==> src/rtl/keyed_table_with_set_all_defines.svh <==
// Assertion macros shared by the keyed table RTL.
// Depends on nothing; included by the top level only.
`ifndef KEYED_TABLE_WITH_SET_ALL_DEFINES_SVH
`define KEYED_TABLE_WITH_SET_ALL_DEFINES_SVH

// The consequent must hold in the same cycle as the antecedent.
`define KTSA_ASSERT_SAME(label, clk, rst_n, ante, cons, msg) \
	label: assert property (@(posedge clk) disable iff (!rst_n) (ante) |-> (cons)) \
		else $error(msg);

// The consequent must hold in the cycle after the antecedent.
`define KTSA_ASSERT_NEXT(label, clk, rst_n, ante, cons, msg) \
	label: assert property (@(posedge clk) disable iff (!rst_n) (ante) |=> (cons)) \
		else $error(msg);

`endif

==> src/rtl/ktsa_pkg.sv <==
// Shared types and constants for the keyed table with set-all.
// Used by the controller, the datapath and the top level; depends on nothing.
package ktsa_pkg;

	localparam int ENTRIES = 64;
	localparam int STAMP_BITS = 48;
	localparam int WORD_W = 32;
	localparam int IDX_W = $clog2(ENTRIES);
	localparam int CNT_W = $clog2(ENTRIES + 1);
	localparam int RAM_W = 2 * WORD_W + STAMP_BITS;

	localparam logic [STAMP_BITS-1:0] STAMP_MAX = '1;

	localparam logic [1:0] ACT_PUT = 2'd0;
	localparam logic [1:0] ACT_GET = 2'd1;
	localparam logic [1:0] ACT_SET_ALL = 2'd2;
	localparam logic [1:0] ACT_NOP = 2'd3;

	typedef enum logic [1:0] {
		ST_STORED = 2'd0,
		ST_HIT = 2'd1,
		ST_MISS = 2'd2,
		ST_FULL = 2'd3
	} ktsa_status_t;

	typedef enum logic [1:0] {
		S_IDLE,
		S_DISPATCH,
		S_LOOK,
		S_CMP
	} ktsa_state_t;

	typedef struct packed {
		logic [1:0] action;
		logic signed [WORD_W-1:0] item_key;
		logic signed [WORD_W-1:0] data_value;
	} ktsa_item_t;

	typedef struct packed {
		ktsa_status_t status;
		logic signed [WORD_W-1:0] result_value;
	} ktsa_result_t;

	typedef struct packed {
		logic load;
		logic set_all;
		logic idx_next;
		logic wr_en;
		logic wr_new;
		logic resp;
		ktsa_status_t resp_status;
	} ktsa_cmd_t;

	typedef struct packed {
		logic match;
		logic last;
		logic empty;
		logic full;
		logic [1:0] act;
	} ktsa_stat_t;

endpackage

==> src/rtl/ktsa_ctrl.sv <==
// Controller of the keyed table: sequences the key scan and issues datapath commands.
// Depends on ktsa_pkg.
module ktsa_ctrl (
	input  logic                 clk,
	input  logic                 arst_n,
	input  logic                 start,
	input  ktsa_pkg::ktsa_stat_t stat,
	output ktsa_pkg::ktsa_cmd_t  cmd,
	output logic                 busy
);
	import ktsa_pkg::*;

	ktsa_state_t state_q;
	ktsa_state_t state_d;

	always_ff @(posedge clk or negedge arst_n) begin
		if (!arst_n) begin
			state_q <= S_IDLE;
		end else begin
			state_q <= state_d;
		end
	end

	always_comb begin
		state_d = state_q;
		cmd = '0;
		cmd.resp_status = ST_STORED;
		unique case (state_q)
			S_IDLE: begin
				if (start) begin
					cmd.load = 1'b1;
					state_d = S_DISPATCH;
				end
			end
			S_DISPATCH: begin
				unique case (stat.act)
					ACT_PUT, ACT_GET: begin
						if (!stat.empty) begin
							state_d = S_LOOK;
						end else begin
							cmd.resp = 1'b1;
							state_d = S_IDLE;
							if (stat.act == ACT_GET) begin
								cmd.resp_status = ST_MISS;
							end else begin
								cmd.wr_en = 1'b1;
								cmd.wr_new = 1'b1;
							end
						end
					end
					ACT_SET_ALL: begin
						cmd.set_all = 1'b1;
						cmd.resp = 1'b1;
						state_d = S_IDLE;
					end
					ACT_NOP: begin
						cmd.resp = 1'b1;
						state_d = S_IDLE;
					end
				endcase
			end
			S_LOOK: begin
				state_d = S_CMP;
			end
			S_CMP: begin
				priority if (stat.match) begin
					cmd.resp = 1'b1;
					state_d = S_IDLE;
					if (stat.act == ACT_GET) begin
						cmd.resp_status = ST_HIT;
					end else begin
						cmd.wr_en = 1'b1;
					end
				end else if (stat.last) begin
					cmd.resp = 1'b1;
					state_d = S_IDLE;
					if (stat.act == ACT_GET) begin
						cmd.resp_status = ST_MISS;
					end else if (stat.full) begin
						cmd.resp_status = ST_FULL;
					end else begin
						cmd.wr_en = 1'b1;
						cmd.wr_new = 1'b1;
					end
				end else begin
					cmd.idx_next = 1'b1;
					state_d = S_LOOK;
				end
			end
		endcase
	end

	assign busy = (state_q != S_IDLE);

endmodule

==> config.mk <==
export PLATFORM = sky130hd
export DESIGN_NAME = ktsa_ctrl
export DESIGN_NICKNAME = d
export VERILOG_FILES = /design/src/rtl/keyed_table_with_set_all_defines.svh /design/src/rtl/ktsa_pkg.sv /design/src/rtl/ktsa_ctrl.sv
export SDC_FILE = /design/constraint.sdc
export NUM_CORES = 1
export LEC_CHECK = 0
export BUFFER_PORTS_ARGS = -buffer_cell sky130_fd_sc_hd__buf_4
export CELL_PAD_IN_SITES_DETAIL_PLACEMENT = 0
export CELL_PAD_IN_SITES_GLOBAL_PLACEMENT = 1
export CORE_AREA = 8 8 45 47
export CTS_CLUSTER_SIZE = 8
export DETAILED_ROUTE_END_ITERATION = 6
export DIE_AREA = 0 0 53 55
export MAX_ROUTING_LAYER = met4
export PLACE_DENSITY = 0.68
export SYNTH_ARGS = -nofsm -noshare
export SYNTH_HDL_FRONTEND = slang
export SYNTH_SLANG_ARGS = --single-unit
==> constraint.sdc <==
create_clock -name clk -period 1.3 [get_ports clk]
set_input_delay 0.13 -clock clk [delete_from_list [all_inputs] [get_ports clk]]
set_output_delay 0.13 -clock clk [all_outputs]
set_load 0.005 [all_outputs]
* After elaboration in Yosys (flattened, before gate mapping)
Cells that the tools add are included.
** Storage, ports and cells
- RAM bits :: 0
- Bits in latches :: 0
- Output and inout bits :: 9
- Memories :: 0
- Flip-flop bits (word level) :: 2
- Memory bits (read-only) :: 0
- Input port bits :: 9
** Cells by class
- Mux-type cells :: 30
- Multipliers :: 0
- Bitwise logic cells :: 0
- Add/subtract/negate cells :: 0
- Reductions and logical operators :: 5
- $lt $le $gt $ge :: 0
- Shift-type cells :: 0
- Equality and inequality tests :: 7
- Div/mod/pow operators :: 0
** Operators by type and width (count)
- $mux 2 :: 12
- $mux 1 :: 11
- $mux 5 :: 2
- $pmux 5 s2 :: 1
- $eq 2x2->1 const B :: 4
- $pmux 2 s4 :: 1
- $eq 2x1->1 const B :: 2
- $logic_not 2->1 :: 2
- $pmux 2 s2 :: 1
- $reduce_or 2->1 :: 2
- $mux 3 :: 1
- $ne 2x2->1 const B :: 1
- $pmux 1 s2 :: 1
- $reduce_bool 2->1 :: 1

* Depth between registers and ports, before layout
Gate-level depths: netlist (run 1).
- Depth in word-level cells :: 5
- Gate-level depth with buffers :: 3

* Worst setup path after synthesis (run 1)
No wires, ideal clock.
- Path kind :: reg-to-output
- Start point :: register state_q[1]
- End point :: output cmd[3] (netlist bit)
- Cell stages (with the launch flop) :: 3
- Setup slack :: 0.318 ns
- Required time :: 1.170 ns
- Arrival :: 0.852 ns
- Cell sequence :: dfrtp_1 nand2_1 o41ai_1
** RTL lines
- from (decl) :: RTL line ktsa_ctrl.sv:13 : ktsa_state_t state_q;
- from (signal assigned) :: RTL line ktsa_ctrl.sv:20 : state_q <= state_d;
- to (decl) :: RTL line ktsa_ctrl.sv:8 : output ktsa_pkg::ktsa_cmd_t cmd,

==> results of run 1 <==
-- cell type report --
| type | instances | area (µm²) | area share (%) |
|---|---|---|---|
| repair buffers | 23 | 190 | 40.1 |
| multi-input cells | 27 | 183 | 38.5 |
| flip-flops and latches | 2 | 51.3 | 10.8 |
| clock buffers | 3 | 22.5 | 4.75 |
| well taps | 16 | 20.0 | 4.22 |
| inverters | 2 | 7.51 | 1.58 |
-- repair_timing --
action	4_1_cts	5_1_grt
setup buffers	0	2
pin swaps	5	5
hold buffers	1	0
endpoints found under the hold margin	2	0
gates resized for setup	6	6
setup endpoints to repair	6	8
-- per-stage QoR --
stage          hold slack [ps]  total power [mW]
3_5_place_dp             -86.1             0.501
5_1_grt                    153             0.835
2_1_floorplan             -166             0.272
6_report                   137             0.765
3_3_place_gp             -87.2             0.504
4_1_cts                    132             0.697
-- cell families after synthesis --
family | Yosys count
and+or+nand+nor | 20
AOI/OAI and AO/OA | 7
DFF | 2
buffers and inverters | 2
-- critical path: stages, from the launching register on --
cell and delay [ps]:
dfrtp_2 430, nor3b_2 220, nand3b_1 160, o41ai_2 80, buf_4 160
-- power groups by stage --
| stage | logic (mW) | registers, mW | clock network (mW) |
|---|---|---|---|
| after CTS | 0.406 | 0.144 | 0.147 |
| final | 0.484 | 0.146 | 0.136 |
| after detailed placement | 0.372 | 0.129 | 0 |
| after global routing | 0.531 | 0.151 | 0.153 |
| after global placement | 0.374 | 0.130 | 0 |
| after floorplan | 0.137 | 0.135 | 0 |
-- how the worst max path moves through the flow --
stage / from / endpoint / slack, ps
after floorplan: state_q[1] / cmd[3] / 320
after detailed placement: stat[0] / cmd[0] / 110
after global routing: state_q[1] / cmd[4] / -160
final: state_q[1] / cmd[3] / -100
after global placement: state_q[1] / cmd[3] / 130
after CTS: state_q[1] / cmd[7] / -70
-- placed cells by master (no fill, tap or decap), drive strengths merged --
cell	count
dlygate4sd3	1
nor3b	1
nand3b	1
o31ai	2
nor2	8
buf	22
nor2b	1
nand4b	1
nor3	1
inv	2
or3	1
nand2	3
a21oi	3
or2	1
o41ai	1
dfrtp	2
o311a	1
and2	1
clkbuf	3
nand2b	1
-- routing by layer --
layer  up-vias  global-route usage [%]
li1        165                       -
met1       153                    6.69
met3         0                    2.67
met5         -                       -
met4         0                    5.17
met2        12                    9.57
==> summary.txt, run 1 <==
Setup path
  • Worst r2r path cells: 4
  • Critical path class: reg2out
  • Crit start category: flop
  • R2R Path End: state_q[1]
  • CP Capture Type: primary output
  • CP max FO: 5
  • R2R Setup Slk: 340 ps
  • Worst R2R Start: state_q[1]
  • CP arrival: roughly 1300 ps
  • Crit path required time: 1170 ps

Drt
  • Routed WL: 830 µm
  • Met1 wire length: ~360 µm
  • Iteration-0 DRC Markers: 2
  • DR WL met2: 396 µm
  • Via-to-Cell Ratio: around 4.5
  • DR WL met3: between 70 and 80 µm
  • DRC viols: 0
  • Wire length per cell: ~11 µm
  • Antenna viol nets, final: 0
  • Vias: 330
  • Top sig layer: met3
  • Drt pass-1 iters: 2

GRT
  • Largest net degree at the start of global routing: 7
  • Vias in the first global route: 330
  • First-pass GRT wire length: 1350 µm
  • Grt total ovfl: 0
  • Antenna violations before repair: 0
  • Overall global routing resource usage: 6.48%

Synth
  • Register bit total from synthesis: 2
  • Largest family of logic cells by synthesized area: simple AND/OR/NAND/NOR gates
  • Adder-Cell Fraction of Synth Area: 0%
  • Most common cell in the netlist: nor2_1
  • Top area cells in the synthesized netlist: dfrtp_1 (24%), nor2_1 (14%), a21oi_1 (7.1%)
  • Post-synth cell types: 17
  • Ys Warns: 0
  • Post-synthesis async set-or-reset flop share: between 90% and 100%
  • Register area share after synthesis: roughly a quarter
  • Yosys top cell by area: dfrtp_1
  • Mux cell area share after synthesis: 0%
  • Post-Synth Simple-Gate Area: between 40% and 50%
  • Synth top area share: 23.8%
  • Synth Area in Compound Gates: 23.2%
  • Mapped Area: between 200 and 250 µm²
  • Mean Syn Cell Area: roughly 6.8 µm²
  • XOR/XNOR Fraction of Synth Area: 0%
  • Cells after synthesis: 31
  • Commonest register cell after synthesis: dfrtp_1
  • Post-synth top cells: nor2_1 (8), a21oi_1 (3), nand2_1 (3)
  • Synthesized Nets: 40
  • Post-synth EDFFs: 0

Floorplan
  • Starting density of the core: approximately 15%
  • Die X: ~53 µm
  • Full die area: around 2900 µm²
  • Rows: 14
  • Chip height: approximately 55 µm
  • Core Box Area: ~1400 µm²
  • IO Pins: 18

Clock network
  • Worst-path clk slew: approximately 30 ps
  • Clock Latency Late Sink: roughly 220 ps
  • H-tree depth: 1
  • Clk sinks: 2
  • CTS tree: done
  • CTS root buffer: clkbuf_4
  • Max Root-Sink Buffers: 2
  • CTS buffer count: 3

Power and ir drop
  • Clock power share: between 15 and 20%
  • Int Power: 0.505 mW
  • Switching pwr: between 0.2 and 0.3 mW
  • Power Density: 1610 nW/µm²
  • Lkg Pwr: roughly 0.23 nW
  • Sw Share: between 30% and 40%
  • Combinational fraction of design power: between 60% and 70%
  • Sequential power share: a little under a fifth
  • Max VDD drop: about 810 µV

Timing
  • Fin. Hold Viols: 0
  • Fmax: between 700 and 800 MHz
  • Crit share post-route: 107%
  • Clock skew: 3.35 ps
  • Period minus WS final: about 1400 ps
  • Relative slew slack: around 83%
  • Worst Tran Pin Value: between 200 and 300 ps
  • RSZ-0062 raised after global routing: yes
  • Final worst slack: -96.7 ps
  • Final Setup Violations: 5
  • Setup_tns: -316 ps
  • Final max-slew violation count: 0

Placed design
  • Placement Cell Area: 380 µm²
  • Placed cell count: 67
  • Post-detail-place hpwl: ~600 µm
  • Placer's final routability congestion estimate: between 0.6 and 0.7
  • DP Worst Slack: ~110 ps
  • IO Port Bufs: 17

Outcome
  • Failing checks: negative setup slack
  • Outcome: finished, violations left

Cells and area
  • Final net count: roughly 70
  • Ant diodes: 0
  • Non-filler instance count after layout: between 70 and 80
  • Layout cells sized above 1: between 50% and 60%
  • Largest register FFs: 2
  • Finished Cell Area: around 470 µm²
  • Fillers: roughly 150
  • Most flops, register: state_q
  • Area Overhead vs Synth: 126%
  • Top Registers: state_q (2)
  • Final Util: 34.3%

Hold path
  • Hold endpoint: state_q[0]
  • Hold Crit Start: start
  • WHS Path Cells: 3
  • Hold Crit Class: in2reg

Flow run
  • Max Cap Viol: 0
Note: power is estimated with default switching activity, not from simulation.
==> run 2: changes to the inputs <==
Settings changed: PLACE_DENSITY 0.68 to 0.6.
==> run 2 against run 1 <==
Against the previous run:
- register-to-register slack worse by 20 ps
- largest power group unchanged
- combinational power is 5.8% lower
- the run still ends with negative setup slack left
- clock skew is 1.1 ps higher
- worst hold slack better by 1.6 ps
==> summary.txt, run 2 (same netlist as run 1, synthesis figures left out) <==
Outcome
  • Outcome: finished, violations left
  • Failing checks: negative setup slack

Hold path
  • Hold Crit Start: start
  • Hold endpoint: state_q[0]
  • WHS Path Cells: 3
  • Hold Crit Class: in2reg

Clock network
  • CTS root buffer: clkbuf_4
  • Clk sinks: 2
  • Clock Latency Late Sink: approximately 220 ps
  • CTS tree: done
  • Max Root-Sink Buffers: 2
  • H-tree depth: 1
  • CTS buffer count: 3
  • Worst-path clk slew: 30 ps

Setup path
  • Crit path buf inv count: 1
  • Max stage delay on crit path: ~440 ps
  • R2R Path End: state_q[1]
  • R2R Setup Slk: 320 ps
  • CP max FO: 7
  • Worst r2r path cells: 4
  • Critical path class: reg2out
  • Crit start category: flop
  • CP arrival: around 1300 ps
  • Crit path required time: between 1000 and 1500 ps
  • Worst R2R Start: state_q[0]
  • Crit path cell chain: nor3b_2 -> nand3b_1 -> o41ai_2 -> buf_4
  • Top delay family on crit path: flip-flops
  • Critical path's slowest cell: dfrtp_2
  • CP Capture Type: primary output

Floorplan
  • IO Pins: 18
  • Rows: 14
  • Full die area: slightly below 3000 µm²
  • Chip height: approximately 55 µm
  • Core Box Area: between 1000 and 1500 µm²
  • Die X: roughly 53 µm
  • Starting density of the core: between 10% and 20%

Power and ir drop
  • Overall power: 0.738 mW
  • Power Density: 1590 nW/µm²
  • Lkg Pwr: about 0.23 nW
  • Max VDD drop: ~890 µV

Drt
  • Routed WL: between 800 and 900 µm
  • Drt pass-1 iters: 4
  • Iteration-0 DRC Markers: 8
  • Via-to-Cell Ratio: approximately 4.4
  • Antenna viol nets, final: 0
  • DRC viols: 0
  • Wire length per cell: approximately 11 µm
  • Vias: between 300 and 400

GRT
  • Vias in the first global route: 334
  • Largest net degree at the start of global routing: 9
  • Grt total ovfl: 0
  • Overall global routing resource usage: 6.02%
  • Antenna violations before repair: 0
  • First-pass GRT wire length: ~1300 µm

Timing
  • Final Setup Violations: 5
  • Relative slew slack: between 80% and 90%
  • Final max-slew violation count: 0
  • Crit share post-route: 107%
  • Worst Tran Pin Value: ~270 ps
  • Final worst slack: -84.9 ps
  • Fmax: approximately 720 MHz
  • Clock skew: 4.50 ps
  • Fin. Hold Viols: 0
  • RSZ-0062 raised after global routing: yes
  • Period minus WS final: around 1400 ps

Cells and area
  • Area Overhead vs Synth: 120%
  • Largest register FFs: 2
  • Commonest cells after routing, fill and taps aside: buf_4 (19), nor2_1 (8), a21oi_1 (3), clkbuf_4 (3), buf_6 (3)
  • Final net count: just under 70
  • Top Registers: state_q (2)
  • Layout cells sized above 1: 56.1%
  • Most common cell after layout, fill and taps aside: buf_4
  • Most flops, register: state_q
  • Ant diodes: 0

Placed design
  • Placer's final routability congestion estimate: about 0.63
  • DP Worst Slack: 73.1 ps
  • IO Port Bufs: 17
  • Post-detail-place hpwl: roughly 640 µm

Flow run
  • Max Cap Viol: 0
run 2: cell types whose count changed in the layout (fill, tap and decap cells not counted):
cell / before / now
buf_6: 4 / 3
buf_4: 18 / 19
or2_1: 0 / 1
o31ai_2: 2 / 1
o31ai_1: 0 / 1
or2_4: 1 / 0
run 2: repair_timing:
item	in CTS	in global routing
buffers inserted	1	3
resized for setup	4	5
pin swaps	3	5
endpoints found under the setup margin	7	7
hold buffers	1	0
endpoints found under the hold margin	2	0
run 2: layout make-up:
cell class,count,area (µm²)
timing repair buffer,23,186
clock buffer,3,22.5
fill,160,921
multi-input combinational,27,175
sequential,2,51.3
inverter,2,7.51
tap,16,20.0
run 2: per-stage QoR:
stage	instances	area (µm²)	setup TNS, ps	util [%]	hold WS [ps]
floorplan	31	210	0	-	-166
global placement	65	365	0	26.4	-85.8
detailed placement	65	365	0	26.4	-85.6
CTS	70	423	-190	30.6	133
global route	73	463	-595	33.5	149
finish	73	463	-292	33.5	139
run 2: worst max path at each step:
stage / startpoint / slack [ps] / end / cells after the start
after floorplan: state_q[1] / 320 / cmd[3] / 2
after global placement: state_q[1] / 80 / cmd[4] / 3
after detailed placement: state_q[1] / 70 / cmd[3] / 4
after CTS: state_q[1] / -70 / cmd[4] / 3
after global routing: state_q[1] / -150 / cmd[4] / 4
final: state_q[1] / -80 / cmd[3] / 4
run 2: worst register-to-register path, delay by kind of cell (launching register included):
kind	cells	cell delay, ps
buffers and inverters	2	270
AO/OA/AOI/OAI	1	120
flip-flops	1	410
AND/OR/NAND/NOR	1	60
run 2: metal layers:
metal,GRT usage (%),part of all wire (%)
met1,6.99,48
met2,8.98,44
met4,2.59,0
met3,2.41,8.4
met5,-,0
run 2: where the power goes:
part / internal [mW] / switching (mW)
Clock: 0.102 / 0.0329
Sequential: 0.0973 / 0.0505
Combinational: 0.283 / 0.173
Total: 0.482 / 0.257
==> run 3: changes to the inputs <==
Settings changed: PLACE_DENSITY 0.6 to 0.62.
Clock period 1.3 ns to 1.15 ns, I/O delays scaled along.
==> run 3 against run 2 <==
Against the previous run:
- the run still ends with negative setup slack left
- die area is the same
- power rose by 20%
- cell count grew 1.4%
- register-to-register slack worse by 130 ps
- via count unchanged
- sequential power is 13% higher
- clock-buffer cell count stayed put
- worst setup slack worse by 130 ps
- global-route usage rose by 0.23 points
- largest cell class unchanged
==> summary.txt, run 3 (same netlist as run 1, synthesis figures left out) <==
Placed design
  • IO Port Bufs: 17
  • Placer's final routability congestion estimate: 0.691
  • DP Worst Slack: 21.3 ps
  • Placed cell count: 69

Clock network
  • CTS tree: done
  • Clock Latency Late Sink: roughly 220 ps
  • H-tree depth: 1
  • CTS buffer count: 3
  • Worst-path clk slew: roughly 30 ps
  • Max Root-Sink Buffers: 2
  • Clk sinks: 2
  • CTS root buffer: clkbuf_4

Hold path
  • Hold Crit Class: in2reg

Drt
  • Vias: between 300 and 400
  • Drt pass-1 iters: 4
  • Antenna viol nets, final: 0
  • Via-to-Cell Ratio: about 4.3
  • Wire length per cell: roughly 12 µm
  • Routed WL: around 860 µm
  • Iteration-0 DRC Markers: 1
  • DRC viols: 0

Cells and area
  • Most flops, register: state_q
  • Storage cell area: between 50 and 60 µm²
  • Final net count: just under 70
  • Ant diodes: 0
  • Area of the multi-input gates: approximately 180 µm²
  • Most common cell after layout, fill and taps aside: buf_4
  • Largest register FFs: 2
  • Fillers: between 150 and 200
  • Commonest cells after routing, fill and taps aside: buf_4 (19), nor2_1 (7), buf_6 (4)
  • Non-filler instance count after layout: 74
  • Area Overhead vs Synth: 130%
  • Final Util: around a third
  • Top Registers: state_q (2)
  • Layout cells sized above 1: 58.6%

GRT
  • First-pass GRT wire length: around 1300 µm
  • Largest net degree at the start of global routing: 6
  • Grt total ovfl: 0
  • Overall global routing resource usage: between 6 and 7%
  • Vias in the first global route: around 330
  • Antenna violations before repair: 0

Timing
  • Crit share post-route: 118%
  • Final Setup Violations: 9
  • RSZ-0062 raised after global routing: yes
  • Relative slew slack: between 80% and 90%
  • Period minus WS final: approximately 1400 ps
  • Final worst slack: -211 ps
  • Worst Tran Pin Value: 229 ps
  • Setup_tns: -1210 ps
  • Final max-slew violation count: 0
  • Clock skew: between 1.5 and 2 ps
  • Fin. Hold Viols: 0
  • Fmax: roughly 730 MHz

Floorplan
  • Starting density of the core: 15.2%
  • Core Box Area: between 1000 and 1500 µm²
  • Chip height: between 50 and 60 µm
  • Die X: 53 µm
  • Full die area: between 2000 and 3000 µm²
  • IO Pins: 18
  • Rows: 14

Setup path
  • CP Capture Type: primary output
  • CP max FO: 4
  • Max stage delay on crit path: roughly 410 ps
  • CP arrival: 1250 ps
  • Critical path class: reg2out
  • Crit path required time: slightly above 1000 ps
  • Critical path's slowest cell: dfrtp_1
  • Crit path cell chain: nor3b_4 -> nand3b_1 -> o31ai_2 -> buf_4
  • Crit start category: flop

Outcome
  • Failing checks: negative setup slack
  • Outcome: finished, violations left

Power and ir drop
  • Sequential power share: 18.9%
  • Clock power share: about 17%
  • Int Power: 0.579 mW
  • Switching pwr: roughly 0.30 mW
  • Max VDD drop: roughly 1100 µV
  • Combinational fraction of design power: 63.9%
  • Power Density: between 1500 and 2000 nW/µm²
  • Sw Share: 34.4%
  • Lkg Pwr: ~0.24 nW

Flow run
  • Max Cap Viol: 0
## run 3: power groups by stage
stage	clock network [mW]	logic (mW)	registers [mW]
2_1_floorplan	0	0.155	0.152
3_3_place_gp	0	0.441	0.137
3_5_place_dp	0	0.435	0.137
4_1_cts	0.158	0.496	0.145
5_1_grt	0.166	0.621	0.172
6_report	0.152	0.564	0.167
## run 3: path summary, 6_finish.rpt
kind                            startpoint    endpoint  slack (ps)  cells past startpoint
worst max-delay path            state_q[0]      cmd[4]        -210                      4
worst min-delay path                 start  state_q[0]         120                      3
worst max register to register  state_q[0]  state_q[1]         190                      4
worst min register to register  state_q[1]  state_q[0]         690                      3
max in group asynchronous           arst_n  state_q[1]         840                      2
min in group asynchronous           arst_n  state_q[1]         220                      2
## run 3: through the flow
step	hold WS [ps]	instance area (µm²)	power [mW]
2_1_floorplan	-181	210	0.307
3_3_place_gp	-99.5	395	0.578
3_5_place_dp	-101	395	0.572
4_1_cts	122	455	0.800
5_1_grt	139	483	0.959
6_report	118	483	0.883
## run 3: metal layers
layer / vias up / wire length (µm) / GRT usage (%)
met5: - / 0 / -
met4: 0 / 0 / 0
met1: 139 / 369 / 6.23
met3: 0 / 72 / 4.01
met2: 15 / 416 / 10.7
li1: 165 / - / -
## run 3: timing repair
item	in CTS	in global routing
endpoints found under the hold margin	2	0
setup buffers	1	0
gates resized for setup	4	8
pin swaps	6	2
hold buffers	1	0
endpoints found under the setup margin	9	9
## run 3: layout make-up
cell class / instances / area share, %
flip-flops and latches: 2 / 10.6
multi-input cells: 27 / 38.1
well taps: 16 / 4.15
inverters: 2 / 1.55
clock buffers: 3 / 4.66
repair buffers: 24 / 40.9
## run 3: critical path, delay by kind of cell (launching register included)
family	cells	cell delay, ps
compound gates	1	90
buf+inv	1	140
simple gates	2	390
flops	1	410
